==> src/hdl/skil_pkg.sv <==
// Shared types, constants and helper functions for the sampled k-mer index lookup block.
// Depends on nothing; skil_dp, skil_ctrl and the top level refer to it by scoped names.
`timescale 1ns / 1ps

package skil_pkg;

  // Default sizing, handed to the top level as parameter defaults.
  localparam int ENTRY_DEPTH      = 65536;
  localparam int MAX_PREFIX_BASES = 8;
  localparam int MAX_KMER_BASES   = 31;

  // Fixed field widths of the streaming and configuration ports.
  localparam int KMER_CODE_W   = 62;
  localparam int ENTRY_INDEX_W = 16;
  localparam int KMER_LEN_W    = 5;
  localparam int PREFIX_LEN_W  = 4;
  localparam int CFG_INDEX_W   = 1;
  localparam int CFG_DATA_W    = 5;

  localparam logic [KMER_LEN_W-1:0]   KMER_LEN_RESET   = 5'd31;
  localparam logic [PREFIX_LEN_W-1:0] PREFIX_LEN_RESET = 4'd4;

  typedef enum logic [1:0] {
    CMD_CLEAR    = 2'd0,
    CMD_LOAD     = 2'd1,
    CMD_FINALIZE = 2'd2,
    CMD_QUERY    = 2'd3
  } cmd_code_t;

  typedef enum logic [2:0] {
    STAT_OK        = 3'd0,
    STAT_MISS      = 3'd1,
    STAT_UNSAMPLED = 3'd2,
    STAT_FULL      = 3'd3,
    STAT_ORDER     = 3'd4,
    STAT_NOT_FIN   = 3'd5
  } status_code_t;

  typedef enum logic [CFG_INDEX_W-1:0] {
    REG_KMER_LENGTH   = 1'b0,
    REG_PREFIX_LENGTH = 1'b1
  } cfg_reg_t;

  // Sampling rule: the code is sampled when any residue hits its target.
  localparam int NUM_MODULI = 5;
  localparam int RES_W      = 7;
  localparam logic [NUM_MODULI-1:0][RES_W-1:0] MODULUS =
    {7'd71, 7'd53, 7'd19, 7'd17, 7'd7};
  localparam logic [NUM_MODULI-1:0][RES_W-1:0] RESIDUE_HIT =
    {7'd47, 7'd31, 7'd13, 7'd7, 7'd5};

  // One four-bit digit of a most-significant-first residue computation.
  // The running value stays below sixteen times the modulus, so four
  // compare-and-subtract steps bring it back into range.
  function automatic logic [RES_W-1:0] mod_step(input logic [RES_W-1:0] r,
                                                input logic [3:0]       d,
                                                input logic [RES_W-1:0] m);
    logic [RES_W+3:0] t;
    t = {r, d};
    if (t >= (RES_W+4)'({m, 3'b000})) t = t - (RES_W+4)'({m, 3'b000});
    if (t >= (RES_W+4)'({m, 2'b00}))  t = t - (RES_W+4)'({m, 2'b00});
    if (t >= (RES_W+4)'({m, 1'b0}))   t = t - (RES_W+4)'({m, 1'b0});
    if (t >= (RES_W+4)'(m))           t = t - (RES_W+4)'(m);
    return t[RES_W-1:0];
  endfunction

  typedef enum logic [1:0] {
    BT_RD_SWEEP  = 2'd0,
    BT_RD_BUCKET = 2'd1,
    BT_RD_PREV   = 2'd2
  } bt_rd_sel_t;

  typedef enum logic [1:0] {
    IDX_ZERO  = 2'd0,
    IDX_COUNT = 2'd1,
    IDX_MID   = 2'd2
  } idx_sel_t;

  typedef enum logic [3:0] {
    S_INIT,
    S_IDLE,
    S_RES,
    S_DECIDE,
    S_CLR,
    S_FIN,
    S_LD_RD,
    S_LD_WR,
    S_Q_END,
    S_Q_BEG,
    S_Q_BND,
    S_S_ADDR,
    S_S_CMP,
    S_RESP
  } ctrl_state_t;

  // Commands from the controller to the datapath.
  typedef struct packed {
    logic         accept;
    logic         res_step;
    logic         clr_step;
    logic         fin_step;
    logic         fin_done;
    logic         clear_state;
    bt_rd_sel_t   bt_rd_sel;
    logic         ld_commit;
    logic         q_latch_end;
    logic         q_bounds;
    logic         srch_issue;
    logic         srch_lo_up;
    logic         srch_hi_down;
    logic         res_set;
    status_code_t res_status;
    idx_sel_t     res_idx;
    logic         out_push;
  } dp_cmd_t;

  // Status from the datapath back to the controller.
  typedef struct packed {
    cmd_code_t cmd;
    logic      res_last;
    logic      sampled;
    logic      finalized;
    logic      order_bad;
    logic      full;
    logic      sweep_last;
    logic      fin_last;
    logic      srch_empty;
    logic      cmp_eq;
    logic      cmp_gt;
    logic      out_free;
  } dp_sts_t;

endpackage

==> src/hdl/skil_ctrl.sv <==
// Controller state machine of the k-mer index: sequences clear, load, finalize and query.
// Depends on skil_pkg.
`timescale 1ns / 1ps

module skil_ctrl (
  input  logic              clk,
  input  logic              rst,
  input  logic              in_valid,
  output logic              in_ready,
  input  skil_pkg::dp_sts_t sts,
  output skil_pkg::dp_cmd_t cmd
);

  skil_pkg::ctrl_state_t state;
  skil_pkg::ctrl_state_t state_next;

  always_ff @(posedge clk) begin
    if (rst) begin
      state <= skil_pkg::S_INIT;
    end else begin
      state <= state_next;
    end
  end

  always_comb begin
    state_next = state;
    unique case (state)
      skil_pkg::S_INIT:   if (sts.sweep_last) state_next = skil_pkg::S_IDLE;
      skil_pkg::S_IDLE:   if (in_valid) state_next = skil_pkg::S_RES;
      skil_pkg::S_RES:    if (sts.res_last) state_next = skil_pkg::S_DECIDE;
      skil_pkg::S_DECIDE: begin
        unique case (sts.cmd)
          skil_pkg::CMD_CLEAR: state_next = skil_pkg::S_CLR;
          skil_pkg::CMD_LOAD: begin
            if (sts.finalized || !sts.sampled || sts.order_bad || sts.full) begin
              state_next = skil_pkg::S_RESP;
            end else begin
              state_next = skil_pkg::S_LD_RD;
            end
          end
          skil_pkg::CMD_FINALIZE: begin
            state_next = sts.finalized ? skil_pkg::S_RESP : skil_pkg::S_FIN;
          end
          default: begin
            if (!sts.finalized || !sts.sampled) begin
              state_next = skil_pkg::S_RESP;
            end else begin
              state_next = skil_pkg::S_Q_END;
            end
          end
        endcase
      end
      skil_pkg::S_CLR:    if (sts.sweep_last) state_next = skil_pkg::S_RESP;
      skil_pkg::S_FIN:    if (sts.fin_last) state_next = skil_pkg::S_RESP;
      skil_pkg::S_LD_RD:  state_next = skil_pkg::S_LD_WR;
      skil_pkg::S_LD_WR:  state_next = skil_pkg::S_RESP;
      skil_pkg::S_Q_END:  state_next = skil_pkg::S_Q_BEG;
      skil_pkg::S_Q_BEG:  state_next = skil_pkg::S_Q_BND;
      skil_pkg::S_Q_BND:  state_next = skil_pkg::S_S_ADDR;
      skil_pkg::S_S_ADDR: begin
        state_next = sts.srch_empty ? skil_pkg::S_RESP : skil_pkg::S_S_CMP;
      end
      skil_pkg::S_S_CMP:  state_next = sts.cmp_eq ? skil_pkg::S_RESP : skil_pkg::S_S_ADDR;
      skil_pkg::S_RESP:   if (sts.out_free) state_next = skil_pkg::S_IDLE;
      default:            state_next = skil_pkg::S_INIT;
    endcase
  end

  always_comb begin
    cmd           = '0;
    cmd.bt_rd_sel = skil_pkg::BT_RD_SWEEP;
    cmd.res_idx   = skil_pkg::IDX_ZERO;
    cmd.res_status = skil_pkg::STAT_OK;
    in_ready      = 1'b0;
    unique case (state)
      skil_pkg::S_INIT: begin
        cmd.clr_step    = 1'b1;
        cmd.clear_state = sts.sweep_last;
      end
      skil_pkg::S_IDLE: begin
        in_ready   = 1'b1;
        cmd.accept = in_valid;
      end
      skil_pkg::S_RES: cmd.res_step = 1'b1;
      skil_pkg::S_DECIDE: begin
        unique case (sts.cmd)
          skil_pkg::CMD_CLEAR: ;
          skil_pkg::CMD_LOAD: begin
            cmd.res_set = 1'b1;
            priority if (sts.finalized) cmd.res_status = skil_pkg::STAT_ORDER;
            else if (!sts.sampled)      cmd.res_status = skil_pkg::STAT_UNSAMPLED;
            else if (sts.order_bad)     cmd.res_status = skil_pkg::STAT_ORDER;
            else if (sts.full)          cmd.res_status = skil_pkg::STAT_FULL;
            else                        cmd.res_set = 1'b0;
          end
          skil_pkg::CMD_FINALIZE: cmd.res_set = sts.finalized;
          default: begin
            cmd.res_set = 1'b1;
            priority if (!sts.finalized) cmd.res_status = skil_pkg::STAT_NOT_FIN;
            else if (!sts.sampled)       cmd.res_status = skil_pkg::STAT_UNSAMPLED;
            else                         cmd.res_set = 1'b0;
          end
        endcase
      end
      skil_pkg::S_CLR: begin
        cmd.clr_step    = 1'b1;
        cmd.clear_state = sts.sweep_last;
        cmd.res_set     = sts.sweep_last;
      end
      skil_pkg::S_FIN: begin
        cmd.fin_step = 1'b1;
        cmd.fin_done = sts.fin_last;
        cmd.res_set  = sts.fin_last;
      end
      skil_pkg::S_LD_RD: cmd.bt_rd_sel = skil_pkg::BT_RD_BUCKET;
      skil_pkg::S_LD_WR: begin
        cmd.ld_commit = 1'b1;
        cmd.res_set   = 1'b1;
        cmd.res_idx   = skil_pkg::IDX_COUNT;
      end
      skil_pkg::S_Q_END: cmd.bt_rd_sel = skil_pkg::BT_RD_BUCKET;
      skil_pkg::S_Q_BEG: begin
        cmd.bt_rd_sel   = skil_pkg::BT_RD_PREV;
        cmd.q_latch_end = 1'b1;
      end
      skil_pkg::S_Q_BND: cmd.q_bounds = 1'b1;
      skil_pkg::S_S_ADDR: begin
        if (sts.srch_empty) begin
          cmd.res_set    = 1'b1;
          cmd.res_status = skil_pkg::STAT_MISS;
        end else begin
          cmd.srch_issue = 1'b1;
        end
      end
      skil_pkg::S_S_CMP: begin
        priority if (sts.cmp_eq) begin
          cmd.res_set = 1'b1;
          cmd.res_idx = skil_pkg::IDX_MID;
        end else if (sts.cmp_gt) begin
          cmd.srch_hi_down = 1'b1;
        end else begin
          cmd.srch_lo_up = 1'b1;
        end
      end
      skil_pkg::S_RESP: cmd.out_push = sts.out_free;
      default: ;
    endcase
  end

`ifndef SYNTHESIS
  a_push_free: assert property (@(posedge clk) disable iff (rst)
    cmd.out_push |-> sts.out_free)
    else $error("result pushed into an occupied output register");

  a_fin_to_resp: assert property (@(posedge clk) disable iff (rst)
    (state == skil_pkg::S_FIN && sts.fin_last) |=> (state == skil_pkg::S_RESP))
    else $error("finalize sweep did not hand over to the response");
`endif

endmodule

==> config.mk <==
export PLATFORM = sky130hd
export DESIGN_NAME = skil_ctrl
export DESIGN_NICKNAME = d
export VERILOG_FILES = /design/src/hdl/skil_pkg.sv /design/src/hdl/skil_ctrl.sv
export SDC_FILE = /design/constraint.sdc
export NUM_CORES = 1
export LEC_CHECK = 0
export ABC_AREA = 1
export BUFFER_PORTS_ARGS = -buffer_cell sky130_fd_sc_hd__buf_4
export CAP_MARGIN = 20
export CORE_MARGIN = 2
export CORE_UTILIZATION = 40
export DETAILED_ROUTE_END_ITERATION = 10
export PLACE_DENSITY_LB_ADDON = 0.08
export SLEW_MARGIN = 20
export SYNTH_ARGS = -nofsm -noshare
export SYNTH_HDL_FRONTEND = slang
export SYNTH_SLANG_ARGS = --single-unit
==> constraint.sdc <==
create_clock -name clk -period 2.3 [get_ports clk]
set_clock_uncertainty 0.2 [all_clocks]
set_input_delay 0.115 -clock clk [delete_from_list [all_inputs] [get_ports clk]]
set_output_delay 0.115 -clock clk [all_outputs]
set_load 0.005 [all_outputs]
==> results of run 1 <==
-- per-layer routing --
metal / vias to the layer above / routed length, um / global-route usage, %
li1: 487 / - / -
met1: 394 / 771 / 22.2
met2: 32 / 917 / 35.6
met3: 4 / 146 / 2.86
met4: 0 / 18 / 9.09
met5: - / 0 / 0
-- logic make-up after synthesis --
group           share of synthesized area (%)
simple gates                             52.0
buf+inv                                  20.2
compound gates                           15.4
flops                                    12.3
-- metrics by stage --
stage               utilization [%]  hold slack (ns)  total power, mW  std cells
floorplan                         -          -0.0159            0.388        131
global placement               62.4            0.101            0.542        183
detailed placement             62.4            0.104            0.542        183
CTS                            64.5           0.0195            0.633        187
global route                   64.5           0.0314            0.694        187
finish                         64.5           0.0222            0.632        187
-- tightest hold or removal path: cells and delay by family --
| kind | cells | cell delay [ns] |
|---|---|---|
| AO/OA/AOI/OAI | 1 | 0.08 |
| buffers and inverters | 2 | 0.10 |
| AND/OR/NAND/NOR | 1 | 0.11 |
-- final timing paths --
| path | slack [ns] | to | cells after the start | start |
|---|---|---|---|---|
| setup / recovery | 0.45 | cmd[5] | 6 | state[2] |
| hold reg to reg | 0.37 | state[2] | 2 | state[2] |
| hold / removal | 0.02 | state[1] | 4 | sts[10] |
| setup reg to reg | 0.80 | state[1] | 8 | state[3] |
-- layout by cell type (no fill, tap or decap) --
cell type and instances:
sky130_fd_sc_hd__a21oi_1 6, sky130_fd_sc_hd__nand3_2 1, sky130_fd_sc_hd__nor2_1 18, sky130_fd_sc_hd__nor3_1 5, sky130_fd_sc_hd__o21bai_1 1, sky130_fd_sc_hd__inv_2 1, sky130_fd_sc_hd__nand2_2 2, sky130_fd_sc_hd__a211oi_1 1
sky130_fd_sc_hd__nor2_2 5, sky130_fd_sc_hd__nand3_1 12, sky130_fd_sc_hd__dlygate4sd3_1 1, sky130_fd_sc_hd__clkbuf_4 3, sky130_fd_sc_hd__o21ai_0 5, sky130_fd_sc_hd__buf_4 37, sky130_fd_sc_hd__o22ai_1 2, sky130_fd_sc_hd__nor2_4 1
sky130_fd_sc_hd__dfxtp_1 4, sky130_fd_sc_hd__inv_1 32, sky130_fd_sc_hd__o41ai_1 1, sky130_fd_sc_hd__a21oi_2 1, sky130_fd_sc_hd__nand2_1 32
-- cell type report --
| cell class | count | area (sq um) | area share (%) |
|---|---|---|---|
| well taps | 16 | 20.0 | 2.06 |
| repair buffers | 38 | 288 | 29.6 |
| flip-flops and latches | 4 | 80.1 | 8.24 |
| inverters | 33 | 124 | 12.7 |
| clock buffers | 3 | 22.5 | 2.32 |
| multi-input cells | 93 | 438 | 45.0 |
-- report_power, final --
group | switching [mW] | total (mW) | internal (mW)
Combinational | 0.242 | 0.421 | 0.179
Clock | 0.0294 | 0.0879 | 0.0584
Sequential | 0.0323 | 0.122 | 0.0902
==> flow_summary.html, run 1 <==
<table>
<tr><th>Metric</th><th>Value</th></tr>
<tr><th colspan="2">Global routing</th></tr>
<tr><td>Overall overflow remaining after global route</td><td>0</td></tr>
<tr><td>Wire length of the first global-routing pass</td><td>2860 um</td></tr>
<tr><td>Total global-route track usage</td><td>19.6%</td></tr>
<tr><td>Number of global-route vias before repair</td><td>744</td></tr>
<tr><td>Number of antenna violations at the first check in global routing</td><td>0</td></tr>
<tr><td>Largest net degree at the start of global routing</td><td>8</td></tr>
<tr><th colspan="2">Worst setup path</th></tr>
<tr><td>Critical path start-end classification</td><td>reg2out</td></tr>
<tr><td>Worst path buffer plus inverter count</td><td>2</td></tr>
<tr><td>Critical path, cell by cell</td><td>nor2_2, nand2_2, inv_1, o21ai_0, a211oi_1, buf_4</td></tr>
<tr><td>Max incr delay on CP</td><td>0.36 ns</td></tr>
<tr><td>Slowest cell on the critical path</td><td>sky130_fd_sc_hd__dfxtp_1</td></tr>
<tr><td>Delay-heaviest family, CP</td><td>simple AND/OR/NAND/NOR gates</td></tr>
<tr><td>Required time at the endpoint of the critical path</td><td>1.99 ns</td></tr>
<tr><td>Crit path arrival time</td><td>1.54 ns</td></tr>
<tr><td>Max Fanout on Critical Path</td><td>7</td></tr>
<tr><td>Critical Path End Type</td><td>output pin</td></tr>
<tr><td>Worst Setup Start Kind</td><td>flop</td></tr>
<tr><th colspan="2">Synthesis</th></tr>
<tr><td>Post-synth top area cell</td><td>sky130_fd_sc_hd__inv_1</td></tr>
<tr><td>Proportion of synthesized flip-flops having asynchronous set or reset</td><td>0%</td></tr>
<tr><td>Post-synthesis instance area</td><td>649 sq um</td></tr>
<tr><td>Per-instance average area after synthesis</td><td>4.96 sq um</td></tr>
<tr><td>Proportion of netlist area held by the largest area contributor</td><td>18.5%</td></tr>
<tr><td>Commonest cells post-synth</td><td>sky130_fd_sc_hd__inv_1, sky130_fd_sc_hd__nand2_1, sky130_fd_sc_hd__nor2_1, sky130_fd_sc_hd__nand3_1, sky130_fd_sc_hd__a21oi_1</td></tr>
<tr><td>Flop and latch count out of synthesis</td><td>4</td></tr>
<tr><td>Synth Warn #</td><td>0</td></tr>
<tr><td>Post-Synthesis Net Count</td><td>147</td></tr>
<tr><td>Number of instances in the synthesized netlist</td><td>131</td></tr>
<tr><td>Library cells used by synthesis</td><td>19</td></tr>
<tr><td>Share of the yosys chip area belonging to registers</td><td>12.3%</td></tr>
<tr><td>Number of enable flip-flop cells after synthesis</td><td>0</td></tr>
<tr><td>Biggest area contributors in the synthesized netlist</td><td>sky130_fd_sc_hd__inv_1, sky130_fd_sc_hd__nand2_1, sky130_fd_sc_hd__dfxtp_1</td></tr>
<tr><td>Most used flip-flop cell after synthesis</td><td>sky130_fd_sc_hd__dfxtp_1</td></tr>
<tr><th colspan="2">Die</th></tr>
<tr><td>Standard cell core area</td><td>1510 sq um</td></tr>
<tr><td>Total Die Area</td><td>1960 sq um</td></tr>
<tr><td>I/O pin count</td><td>38</td></tr>
<tr><td>Initial cell density of the core</td><td>43.1%</td></tr>
<tr><td>Die Wd</td><td>44.3 um</td></tr>
<tr><td>Die Y-Extent</td><td>44.3 um</td></tr>
<tr><td>Number of standard-cell rows in the floorplan</td><td>14</td></tr>
<tr><th colspan="2">Route</th></tr>
<tr><td>Via count</td><td>917</td></tr>
<tr><td>Routed via count divided by cell count</td><td>4.90</td></tr>
<tr><td>DRC errors left</td><td>0</td></tr>
<tr><td>Number of design-rule violations left by the first detailed-router iteration</td><td>26</td></tr>
<tr><td>Residual antenna-violating net count after detailed routing</td><td>0</td></tr>
<tr><td>Number of optimization iterations in the first detailed-route pass</td><td>4</td></tr>
<tr><td>Wire length per cell after detailed routing</td><td>9.91 um</td></tr>
<tr><td>DRT Wirelength</td><td>1850 um</td></tr>
<tr><th colspan="2">Clocking</th></tr>
<tr><td>Latest clock arrival within the worst-skew pair</td><td>0.24 ns</td></tr>
<tr><td>Worst-case clock buffer depth</td><td>2</td></tr>
<tr><td>TritonCTS clock tree</td><td>yes</td></tr>
<tr><td>Quantity of gates resized following cts</td><td>0</td></tr>
<tr><td>Num CTS Buffers</td><td>3</td></tr>
<tr><td>Number of clock sinks</td><td>4</td></tr>
<tr><td>Clock root buffer master</td><td>sky130_fd_sc_hd__clkbuf_4</td></tr>
<tr><td>Clock transition at the registers of the reported paths</td><td>0.04 ns</td></tr>
<tr><td>Buffers inserted by post-CTS timing repair</td><td>0</td></tr>
<tr><td>H-tree depth</td><td>1</td></tr>
<tr><td>Cts-stage hold buffer count</td><td>1</td></tr>
<tr><th colspan="2">Placed design</th></tr>
<tr><td>Worst-case setup slack after placement</td><td>0.726 ns</td></tr>
<tr><td>DP Area</td><td>940 sq um</td></tr>
<tr><td>Count of buffers inserted at the top-level ports</td><td>37</td></tr>
<tr><td>Global placer's final weighted congestion</td><td>0.840</td></tr>
<tr><td>HPWL after detailed placement</td><td>1590 um</td></tr>
<tr><th colspan="2">Finish</th></tr>
<tr><td>Signed area change from the synthesized netlist to the final layout</td><td>49.7%</td></tr>
<tr><td>Number of flip-flops in the largest register</td><td>4</td></tr>
<tr><td>Final cell area excluding filler cells</td><td>972 sq um</td></tr>
<tr><td>Fraction of layout cells with a size suffix above 1</td><td>29.8%</td></tr>
<tr><td>Final layout net count</td><td>189</td></tr>
<tr><td>Antenna diodes</td><td>0</td></tr>
<tr><td>Largest registers in the final layout</td><td>state: 4 flops</td></tr>
<tr><td>Total of fill cells in the finished design</td><td>164</td></tr>
<tr><td>Register containing the most flip-flops in the final layout</td><td>state</td></tr>
<tr><th colspan="2">STA</th></tr>
<tr><td>Total negative slack</td><td>0 ns</td></tr>
<tr><td>Final Worst Setup Slack</td><td>0.447 ns</td></tr>
<tr><td>Maximum operating frequency</td><td>540 MHz</td></tr>
<tr><td>Unrepaired setup endpoints after global routing</td><td>false</td></tr>
<tr><td>Fin. max-slew vios</td><td>0</td></tr>
<tr><td>Period utilisation layout</td><td>80.6%</td></tr>
<tr><td>Post-layout min period</td><td>1.85 ns</td></tr>
<tr><td>Number of setup violations in the final report</td><td>0</td></tr>
<tr><td>Slew at the pin closest to its max-slew limit</td><td>0.320 ns</td></tr>
<tr><td>Max_slew headroom</td><td>78.4%</td></tr>
<tr><td>Total count of hold-check failures in the final report</td><td>0</td></tr>
<tr><th colspan="2">Status</th></tr>
<tr><td>Run status</td><td>finished, final reports clean</td></tr>
<tr><th colspan="2">Pwr</th></tr>
<tr><td>Largest voltage drop on the vdd net</td><td>0.451 mV</td></tr>
<tr><td>Static leakage</td><td>0.620 nW</td></tr>
<tr><td>Total power density per cell area</td><td>650 nW/um^2</td></tr>
<tr><th colspan="2">Min path</th></tr>
<tr><td>Path class of the lowest-slack min-delay path</td><td>in2reg</td></tr>
<tr><th colspan="2">Flow run</th></tr>
<tr><td>Max capacitance violation total</td><td>0</td></tr>
</table>
(Power assumes the default switching activity.)
==> run 2: changes to the inputs <==
Settings changed: CORE_UTILIZATION 40 to 38.
Clock period 2.3 ns to 1.7 ns, I/O delays scaled along.
==> run 2 against run 1 <==
Effect of this change:
- register-to-register slack got worse by 0.60 ns
- highest routed layer unchanged
- worst hold slack improved by 0.055 ns
- global-route usage grew 1.0 points
- wire length is 14% higher
- power is 53% higher
- count of clock-buffer cells in the layout stayed put
- combinational power up 58%
- final area increased by 13%
==> flow_summary.html, run 2 (synthesis gave the netlist of run 1 again) <==
<table>
<tr><th>Metric</th><th>Value</th></tr>
<tr><th colspan="2">Worst setup path</th></tr>
<tr><td>Slowest cell on the critical path</td><td>sky130_fd_sc_hd__dfxtp_4</td></tr>
<tr><td>Max Fanout on Critical Path</td><td>6</td></tr>
<tr><td>Cell depth of the worst flop-to-flop path</td><td>8</td></tr>
<tr><td>Critical path start-end classification</td><td>reg2out</td></tr>
<tr><td>Worst path buffer plus inverter count</td><td>2</td></tr>
<tr><td>Minimum setup slack among reg-to-reg paths</td><td>0.20 ns</td></tr>
<tr><td>Critical path, cell by cell</td><td>nor2_4, nand2_4, inv_2, o21ai_1, a211oi_1, buf_4</td></tr>
<tr><td>Reg-to-reg endpoint</td><td>state[1]</td></tr>
<tr><td>Worst Setup Start Kind</td><td>flop</td></tr>
<tr><td>Critical Path End Type</td><td>output pin</td></tr>
<tr><td>Startpoint of the lowest-slack register-to-register path</td><td>state[1]</td></tr>
<tr><td>Crit path arrival time</td><td>1.35 ns</td></tr>
<tr><td>Max incr delay on CP</td><td>0.37 ns</td></tr>
<tr><td>Required time at the endpoint of the critical path</td><td>1.41 ns</td></tr>
<tr><td>Delay-heaviest family, CP</td><td>flip-flops</td></tr>
<tr><th colspan="2">Min path</th></tr>
<tr><td>Min-Delay Path Depth</td><td>6</td></tr>
<tr><td>Endpoint of the worst hold path</td><td>state[0]</td></tr>
<tr><td>Source of the worst hold timing path</td><td>sts[9]</td></tr>
<tr><td>Path class of the lowest-slack min-delay path</td><td>in2reg</td></tr>
<tr><th colspan="2">Finish</th></tr>
<tr><td>Total of fill cells in the finished design</td><td>156</td></tr>
<tr><td>Final layout net count</td><td>196</td></tr>
<tr><td>Fraction of layout cells with a size suffix above 1</td><td>39.9%</td></tr>
<tr><td>Largest registers in the final layout</td><td>state: 4 flops</td></tr>
<tr><td>Number of flip-flops in the largest register</td><td>4</td></tr>
<tr><td>Final core area utilization</td><td>70.4%</td></tr>
<tr><td>Commonest non-fill, non-tap cells in the layout</td><td>sky130_fd_sc_hd__buf_4, sky130_fd_sc_hd__inv_1, sky130_fd_sc_hd__nand2_1</td></tr>
<tr><td>Signed area change from the synthesized netlist to the final layout</td><td>69.0%</td></tr>
<tr><td>Register containing the most flip-flops in the final layout</td><td>state</td></tr>
<tr><td>Commonest non-fill, non-tap cell in the layout</td><td>sky130_fd_sc_hd__buf_4</td></tr>
<tr><td>Antenna diodes</td><td>0</td></tr>
<tr><th colspan="2">STA</th></tr>
<tr><td>Max_slew headroom</td><td>76.2%</td></tr>
<tr><td>Maximum operating frequency</td><td>610 MHz</td></tr>
<tr><td>Slew at the pin closest to its max-slew limit</td><td>0.352 ns</td></tr>
<tr><td>Hold Slack</td><td>0.0768 ns</td></tr>
<tr><td>Number of setup violations in the final report</td><td>0</td></tr>
<tr><td>Fin. max-slew vios</td><td>0</td></tr>
<tr><td>Total count of hold-check failures in the final report</td><td>0</td></tr>
<tr><td>Post-layout min period</td><td>1.64 ns</td></tr>
<tr><td>Period utilisation layout</td><td>96.4%</td></tr>
<tr><td>Total negative slack</td><td>0 ns</td></tr>
<tr><td>Final Worst Setup Slack</td><td>0.0613 ns</td></tr>
<tr><th colspan="2">Route</th></tr>
<tr><td>Number of design-rule violations left by the first detailed-router iteration</td><td>13</td></tr>
<tr><td>DRC errors left</td><td>0</td></tr>
<tr><td>Wire length per cell after detailed routing</td><td>10.9 um</td></tr>
<tr><td>Via count</td><td>962</td></tr>
<tr><td>Number of optimization iterations in the first detailed-route pass</td><td>5</td></tr>
<tr><td>Residual antenna-violating net count after detailed routing</td><td>0</td></tr>
<tr><td>DRT Wirelength</td><td>2110 um</td></tr>
<tr><td>Routed via count divided by cell count</td><td>4.96</td></tr>
<tr><th colspan="2">Placed design</th></tr>
<tr><td>HPWL after detailed placement</td><td>1610 um</td></tr>
<tr><td>Count of buffers inserted at the top-level ports</td><td>37</td></tr>
<tr><td>Global placer's final weighted congestion</td><td>0.887</td></tr>
<tr><td>Worst-case setup slack after placement</td><td>0.139 ns</td></tr>
<tr><th colspan="2">Pwr</th></tr>
<tr><td>Largest voltage drop on the vdd net</td><td>0.823 mV</td></tr>
<tr><td>Static leakage</td><td>0.689 nW</td></tr>
<tr><td>Total power density per cell area</td><td>879 nW/um^2</td></tr>
<tr><th colspan="2">Global routing</th></tr>
<tr><td>Wire length of the first global-routing pass</td><td>3150 um</td></tr>
<tr><td>Overall overflow remaining after global route</td><td>0</td></tr>
<tr><td>Number of global-route vias before repair</td><td>780</td></tr>
<tr><td>Largest net degree at the start of global routing</td><td>8</td></tr>
<tr><td>Total global-route track usage</td><td>20.6%</td></tr>
<tr><td>Number of antenna violations at the first check in global routing</td><td>0</td></tr>
<tr><th colspan="2">Die</th></tr>
<tr><td>Die Wd</td><td>45.3 um</td></tr>
<tr><td>Standard cell core area</td><td>1560 sq um</td></tr>
<tr><td>Number of standard-cell rows in the floorplan</td><td>14</td></tr>
<tr><td>I/O pin count</td><td>38</td></tr>
<tr><td>Initial cell density of the core</td><td>41.7%</td></tr>
<tr><td>Die Y-Extent</td><td>45.3 um</td></tr>
<tr><td>Total Die Area</td><td>2060 sq um</td></tr>
<tr><th colspan="2">Clocking</th></tr>
<tr><td>H-tree depth</td><td>1</td></tr>
<tr><td>TritonCTS clock tree</td><td>yes</td></tr>
<tr><td>Clock root buffer master</td><td>sky130_fd_sc_hd__clkbuf_4</td></tr>
<tr><td>Clock transition at the registers of the reported paths</td><td>0.04 ns</td></tr>
<tr><td>Latest clock arrival within the worst-skew pair</td><td>0.24 ns</td></tr>
<tr><td>Worst-case clock buffer depth</td><td>2</td></tr>
<tr><td>Number of clock sinks</td><td>4</td></tr>
<tr><td>Num CTS Buffers</td><td>3</td></tr>
<tr><th colspan="2">Status</th></tr>
<tr><td>Run status</td><td>finished, final reports clean</td></tr>
<tr><th colspan="2">Flow run</th></tr>
<tr><td>Max capacitance violation total</td><td>0</td></tr>
</table>
## run 2: changes by cell type in the layout (fill, tap and decap cells not counted), moves of 2 or more
cell,previous run,this run
sky130_fd_sc_hd__nand2_1,32,27
sky130_fd_sc_hd__nor2_1,18,15
sky130_fd_sc_hd__dfxtp_4,0,3
sky130_fd_sc_hd__nor2_2,5,7
sky130_fd_sc_hd__dfxtp_1,4,0
sky130_fd_sc_hd__buf_4,37,42
sky130_fd_sc_hd__dlygate4sd3_1,1,3
sky130_fd_sc_hd__nor3_2,0,2
sky130_fd_sc_hd__nand2_4,0,4
sky130_fd_sc_hd__nor3_1,5,3
## run 2: through the flow
step,area (sq um),cells,power (mW)
5_1_grt,1100,194,1.05
4_1_cts,1020,191,0.902
3_5_place_dp,947,184,0.758
3_3_place_gp,947,184,0.756
6_report,1100,194,0.965
2_1_floorplan,649,131,0.525
## run 2: worst register-to-register path: stages (launching register included)
cell and delay, ns:
sky130_fd_sc_hd__dfxtp_2 0.33, sky130_fd_sc_hd__buf_4 0.15, sky130_fd_sc_hd__inv_1 0.10, sky130_fd_sc_hd__nor2_2 0.06
sky130_fd_sc_hd__nand3_1 0.11, sky130_fd_sc_hd__nand3_2 0.12, sky130_fd_sc_hd__nor2_2 0.15, sky130_fd_sc_hd__nand2_1 0.08
sky130_fd_sc_hd__a21oi_1 0.12
## run 2: worst max-delay path by stage
stage	from	to	cells after the start	slack, ns
after detailed placement	state[2]	cmd[5]	6	0.14
after global placement	state[3]	cmd[5]	6	0.20
after global routing	state[3]	cmd[7]	7	-0.02
final	state[2]	cmd[5]	6	0.06
after CTS	state[2]	cmd[6]	7	0.007
after floorplan	state[1]	cmd[5]	6	0.37
## run 2: cell type report
cell class | count | area, sq um | share of cell area [%]
clock buffer | 3 | 22.5 | 2.05
sequential | 4 | 92.6 | 8.44
timing repair buffer | 45 | 345 | 31.5
tap | 16 | 20.0 | 1.82
multi-input combinational | 93 | 493 | 44.9
inverter | 33 | 124 | 11.3
## run 2: metal layers
layer  GRT usage (%)  vias to the layer above  wire length [um]  share of wire (%)
li1                -                      503                 -                  -
met1            26.7                      424               894                 42
met2            34.3                       31              1050                 50
met3            4.80                        4               129                6.1
met4            4.71                        0                34                1.6
met5               0                        -                 0                  0
## run 2: what timing repair did
action	in CTS	in global routing
hold buffers	3	0
pin swaps	1	3
hold endpoints to repair	4	0
endpoints found under the setup margin	5	6
resized for setup	7	17
setup buffers	1	3
## run 2: power breakdown
part	internal [mW]	switching [mW]
clock	0.0789	0.0385
combinational	0.281	0.383
sequential	0.133	0.0503
==> run 3: changes to the inputs <==
Settings changed: PLACE_DENSITY set to 0.74, PLACE_DENSITY_LB_ADDON 0.08 to unset.
==> run 3 against run 2 <==
Effect of this change:
- worst hold slack gained 0.027 ns
- largest power group unchanged
- critical path depth grew 3
- first-iteration DRC count grew to 3.0 times the previous value
- critical endpoint is now cmd[6]
- final cell count shrank 0.52%
- via count grew 4.9%
==> flow_summary.html, run 3 (synthesis gave the netlist of run 1 again) <==
<table>
<tr><th>Metric</th><th>Value</th></tr>
<tr><th colspan="2">Finish</th></tr>
<tr><td>Commonest non-fill, non-tap cells in the layout</td><td>sky130_fd_sc_hd__buf_4, sky130_fd_sc_hd__inv_1, sky130_fd_sc_hd__nand2_1</td></tr>
<tr><td>Signed area change from the synthesized netlist to the final layout</td><td>67.2%</td></tr>
<tr><td>Commonest non-fill, non-tap cell in the layout</td><td>sky130_fd_sc_hd__buf_4</td></tr>
<tr><td>Number of flip-flops in the largest register</td><td>4</td></tr>
<tr><td>Fraction of layout cells with a size suffix above 1</td><td>40.1%</td></tr>
<tr><td>Final cell area excluding filler cells</td><td>1090 sq um</td></tr>
<tr><td>Final core area utilization</td><td>69.7%</td></tr>
<tr><td>Largest registers in the final layout</td><td>state: 4 flops</td></tr>
<tr><td>Final layout net count</td><td>195</td></tr>
<tr><td>Total of fill cells in the finished design</td><td>142</td></tr>
<tr><td>Register containing the most flip-flops in the final layout</td><td>state</td></tr>
<tr><td>Antenna diodes</td><td>0</td></tr>
<tr><th colspan="2">Route</th></tr>
<tr><td>Wire length per cell after detailed routing</td><td>12.3 um</td></tr>
<tr><td>Via count</td><td>1009</td></tr>
<tr><td>Number of optimization iterations in the first detailed-route pass</td><td>4</td></tr>
<tr><td>Residual antenna-violating net count after detailed routing</td><td>0</td></tr>
<tr><td>DRC errors left</td><td>0</td></tr>
<tr><td>Routed via count divided by cell count</td><td>5.23</td></tr>
<tr><td>DRT Wirelength</td><td>2370 um</td></tr>
<tr><td>Number of design-rule violations left by the first detailed-router iteration</td><td>39</td></tr>
<tr><th colspan="2">Clocking</th></tr>
<tr><td>Clock root buffer master</td><td>sky130_fd_sc_hd__clkbuf_4</td></tr>
<tr><td>Clock transition at the registers of the reported paths</td><td>0.03 ns</td></tr>
<tr><td>TritonCTS clock tree</td><td>yes</td></tr>
<tr><td>Latest clock arrival within the worst-skew pair</td><td>0.23 ns</td></tr>
<tr><td>H-tree depth</td><td>1</td></tr>
<tr><td>Worst-case clock buffer depth</td><td>2</td></tr>
<tr><td>Number of clock sinks</td><td>4</td></tr>
<tr><td>Num CTS Buffers</td><td>3</td></tr>
<tr><th colspan="2">STA</th></tr>
<tr><td>Total count of hold-check failures in the final report</td><td>0</td></tr>
<tr><td>Hold Slack</td><td>0.104 ns</td></tr>
<tr><td>Slew at the pin closest to its max-slew limit</td><td>0.257 ns</td></tr>
<tr><td>Post-layout min period</td><td>1.62 ns</td></tr>
<tr><td>Number of setup violations in the final report</td><td>0</td></tr>
<tr><td>Maximum operating frequency</td><td>617 MHz</td></tr>
<tr><td>Fin. max-slew vios</td><td>0</td></tr>
<tr><td>Total negative slack</td><td>0 ns</td></tr>
<tr><td>Max_slew headroom</td><td>82.7%</td></tr>
<tr><td>Period utilisation layout</td><td>95.3%</td></tr>
<tr><td>Unrepaired setup endpoints after global routing</td><td>true</td></tr>
<tr><th colspan="2">Placed design</th></tr>
<tr><td>DP Area</td><td>947 sq um</td></tr>
<tr><td>HPWL after detailed placement</td><td>1760 um</td></tr>
<tr><td>Global placer's final weighted congestion</td><td>0.861</td></tr>
<tr><td>Count of buffers inserted at the top-level ports</td><td>37</td></tr>
<tr><th colspan="2">Worst setup path</th></tr>
<tr><td>Crit path arrival time</td><td>1.34 ns</td></tr>
<tr><td>Critical Path End Type</td><td>output pin</td></tr>
<tr><td>Cell depth of the worst flop-to-flop path</td><td>7</td></tr>
<tr><td>Max Fanout on Critical Path</td><td>7</td></tr>
<tr><td>Required time at the endpoint of the critical path</td><td>1.41 ns</td></tr>
<tr><td>Worst Setup Start Kind</td><td>flop</td></tr>
<tr><td>Critical path start-end classification</td><td>reg2out</td></tr>
<tr><th colspan="2">Global routing</th></tr>
<tr><td>Number of global-route vias before repair</td><td>838</td></tr>
<tr><td>Number of antenna violations at the first check in global routing</td><td>0</td></tr>
<tr><td>Total global-route track usage</td><td>23.4%</td></tr>
<tr><td>Largest net degree at the start of global routing</td><td>8</td></tr>
<tr><td>Overall overflow remaining after global route</td><td>0</td></tr>
<tr><td>Wire length of the first global-routing pass</td><td>3490 um</td></tr>
<tr><th colspan="2">Die</th></tr>
<tr><td>Number of standard-cell rows in the floorplan</td><td>14</td></tr>
<tr><td>Die Wd</td><td>45.3 um</td></tr>
<tr><td>Total Die Area</td><td>2060 sq um</td></tr>
<tr><td>Initial cell density of the core</td><td>41.7%</td></tr>
<tr><td>I/O pin count</td><td>38</td></tr>
<tr><td>Die Y-Extent</td><td>45.3 um</td></tr>
<tr><td>Standard cell core area</td><td>1560 sq um</td></tr>
<tr><th colspan="2">Flow run</th></tr>
<tr><td>Max capacitance violation total</td><td>0</td></tr>
<tr><th colspan="2">Pwr</th></tr>
<tr><td>Total Power Consumption</td><td>0.989 mW</td></tr>
<tr><td>Internal power consumption</td><td>0.499 mW</td></tr>
<tr><td>Largest voltage drop on the vdd net</td><td>0.708 mV</td></tr>
<tr><td>Total power density per cell area</td><td>911 nW/um^2</td></tr>
<tr><td>NetSw</td><td>0.491 mW</td></tr>
<tr><td>Relative contribution of combinational cells to total power</td><td>69.2%</td></tr>
<tr><td>Static leakage</td><td>0.681 nW</td></tr>
<tr><td>Sw Ratio</td><td>49.6%</td></tr>
<tr><td>Proportion of power drawn by flip-flops and latches</td><td>19.2%</td></tr>
<tr><td>Power share of the clock group</td><td>11.7%</td></tr>
<tr><th colspan="2">Status</th></tr>
<tr><td>Run status</td><td>finished, final reports clean</td></tr>
<tr><th colspan="2">Min path</th></tr>
<tr><td>Min-Delay Path Depth</td><td>6</td></tr>
<tr><td>Path class of the lowest-slack min-delay path</td><td>in2reg</td></tr>
</table>
[run 3: repair_timing]
item                                   CTS  global route
setup endpoints to repair                6             3
pin swaps                                1             2
resized for setup                       12            13
endpoints found under the hold margin    4             0
buffers inserted                         1             2
hold buffers                             3             0
[run 3: worst max-delay path, cell delays in order, from the launching register on]
cell and delay (ns):
sky130_fd_sc_hd__dfxtp_4 0.38, sky130_fd_sc_hd__nand2_4 0.09, sky130_fd_sc_hd__inv_1 0.06, sky130_fd_sc_hd__nand2_2 0.07, sky130_fd_sc_hd__inv_1 0.05, sky130_fd_sc_hd__nand2_2 0.07, sky130_fd_sc_hd__nand2_1 0.06, sky130_fd_sc_hd__nor3_2 0.10
sky130_fd_sc_hd__nand3_1 0.08, sky130_fd_sc_hd__buf_4 0.14
[run 3: layer usage]
metal / vias up / part of all wire, % / global-route usage (%)
li1: 498 / - / -
met2: 42 / 50 / 40.0
met3: 8 / 5.7 / 4.00
met5: - / 0 / 0
met1: 461 / 41 / 28.2
met4: 0 / 2.7 / 10.6
[run 3: worst paths after layout]
path                               start  slack, ns       end
worst min-delay path              sts[9]       0.10  state[0]
worst min register to register  state[2]       0.34  state[2]
worst max-delay path            state[3]       0.08    cmd[6]
worst max register to register  state[3]       0.20  state[1]
[run 3: layout make-up]
type / instances / area [sq um] / share of cell area [%]
multi-input combinational: 93 / 489 / 45.0
timing repair buffer: 44 / 338 / 31.1
inverter: 33 / 124 / 11.4
sequential: 4 / 92.6 / 8.53
clock buffer: 3 / 22.5 / 2.07
tap: 16 / 20.0 / 1.84
[run 3: power groups by stage]
stage          clock network [mW]  logic [mW]  registers, mW
2_1_floorplan                   0       0.366          0.159
5_1_grt                     0.127       0.755          0.195
4_1_cts                     0.123       0.627          0.169
3_3_place_gp                    0       0.599          0.160
6_report                    0.115       0.684          0.190
3_5_place_dp                    0       0.606          0.162
[run 3: through the flow]
step                std cells  setup slack [ns]
global route              193          -0.00767
finish                    193            0.0798
CTS                       191            0.0109
detailed placement        184            0.0901
global placement          184            0.0970
floorplan                 131             0.374
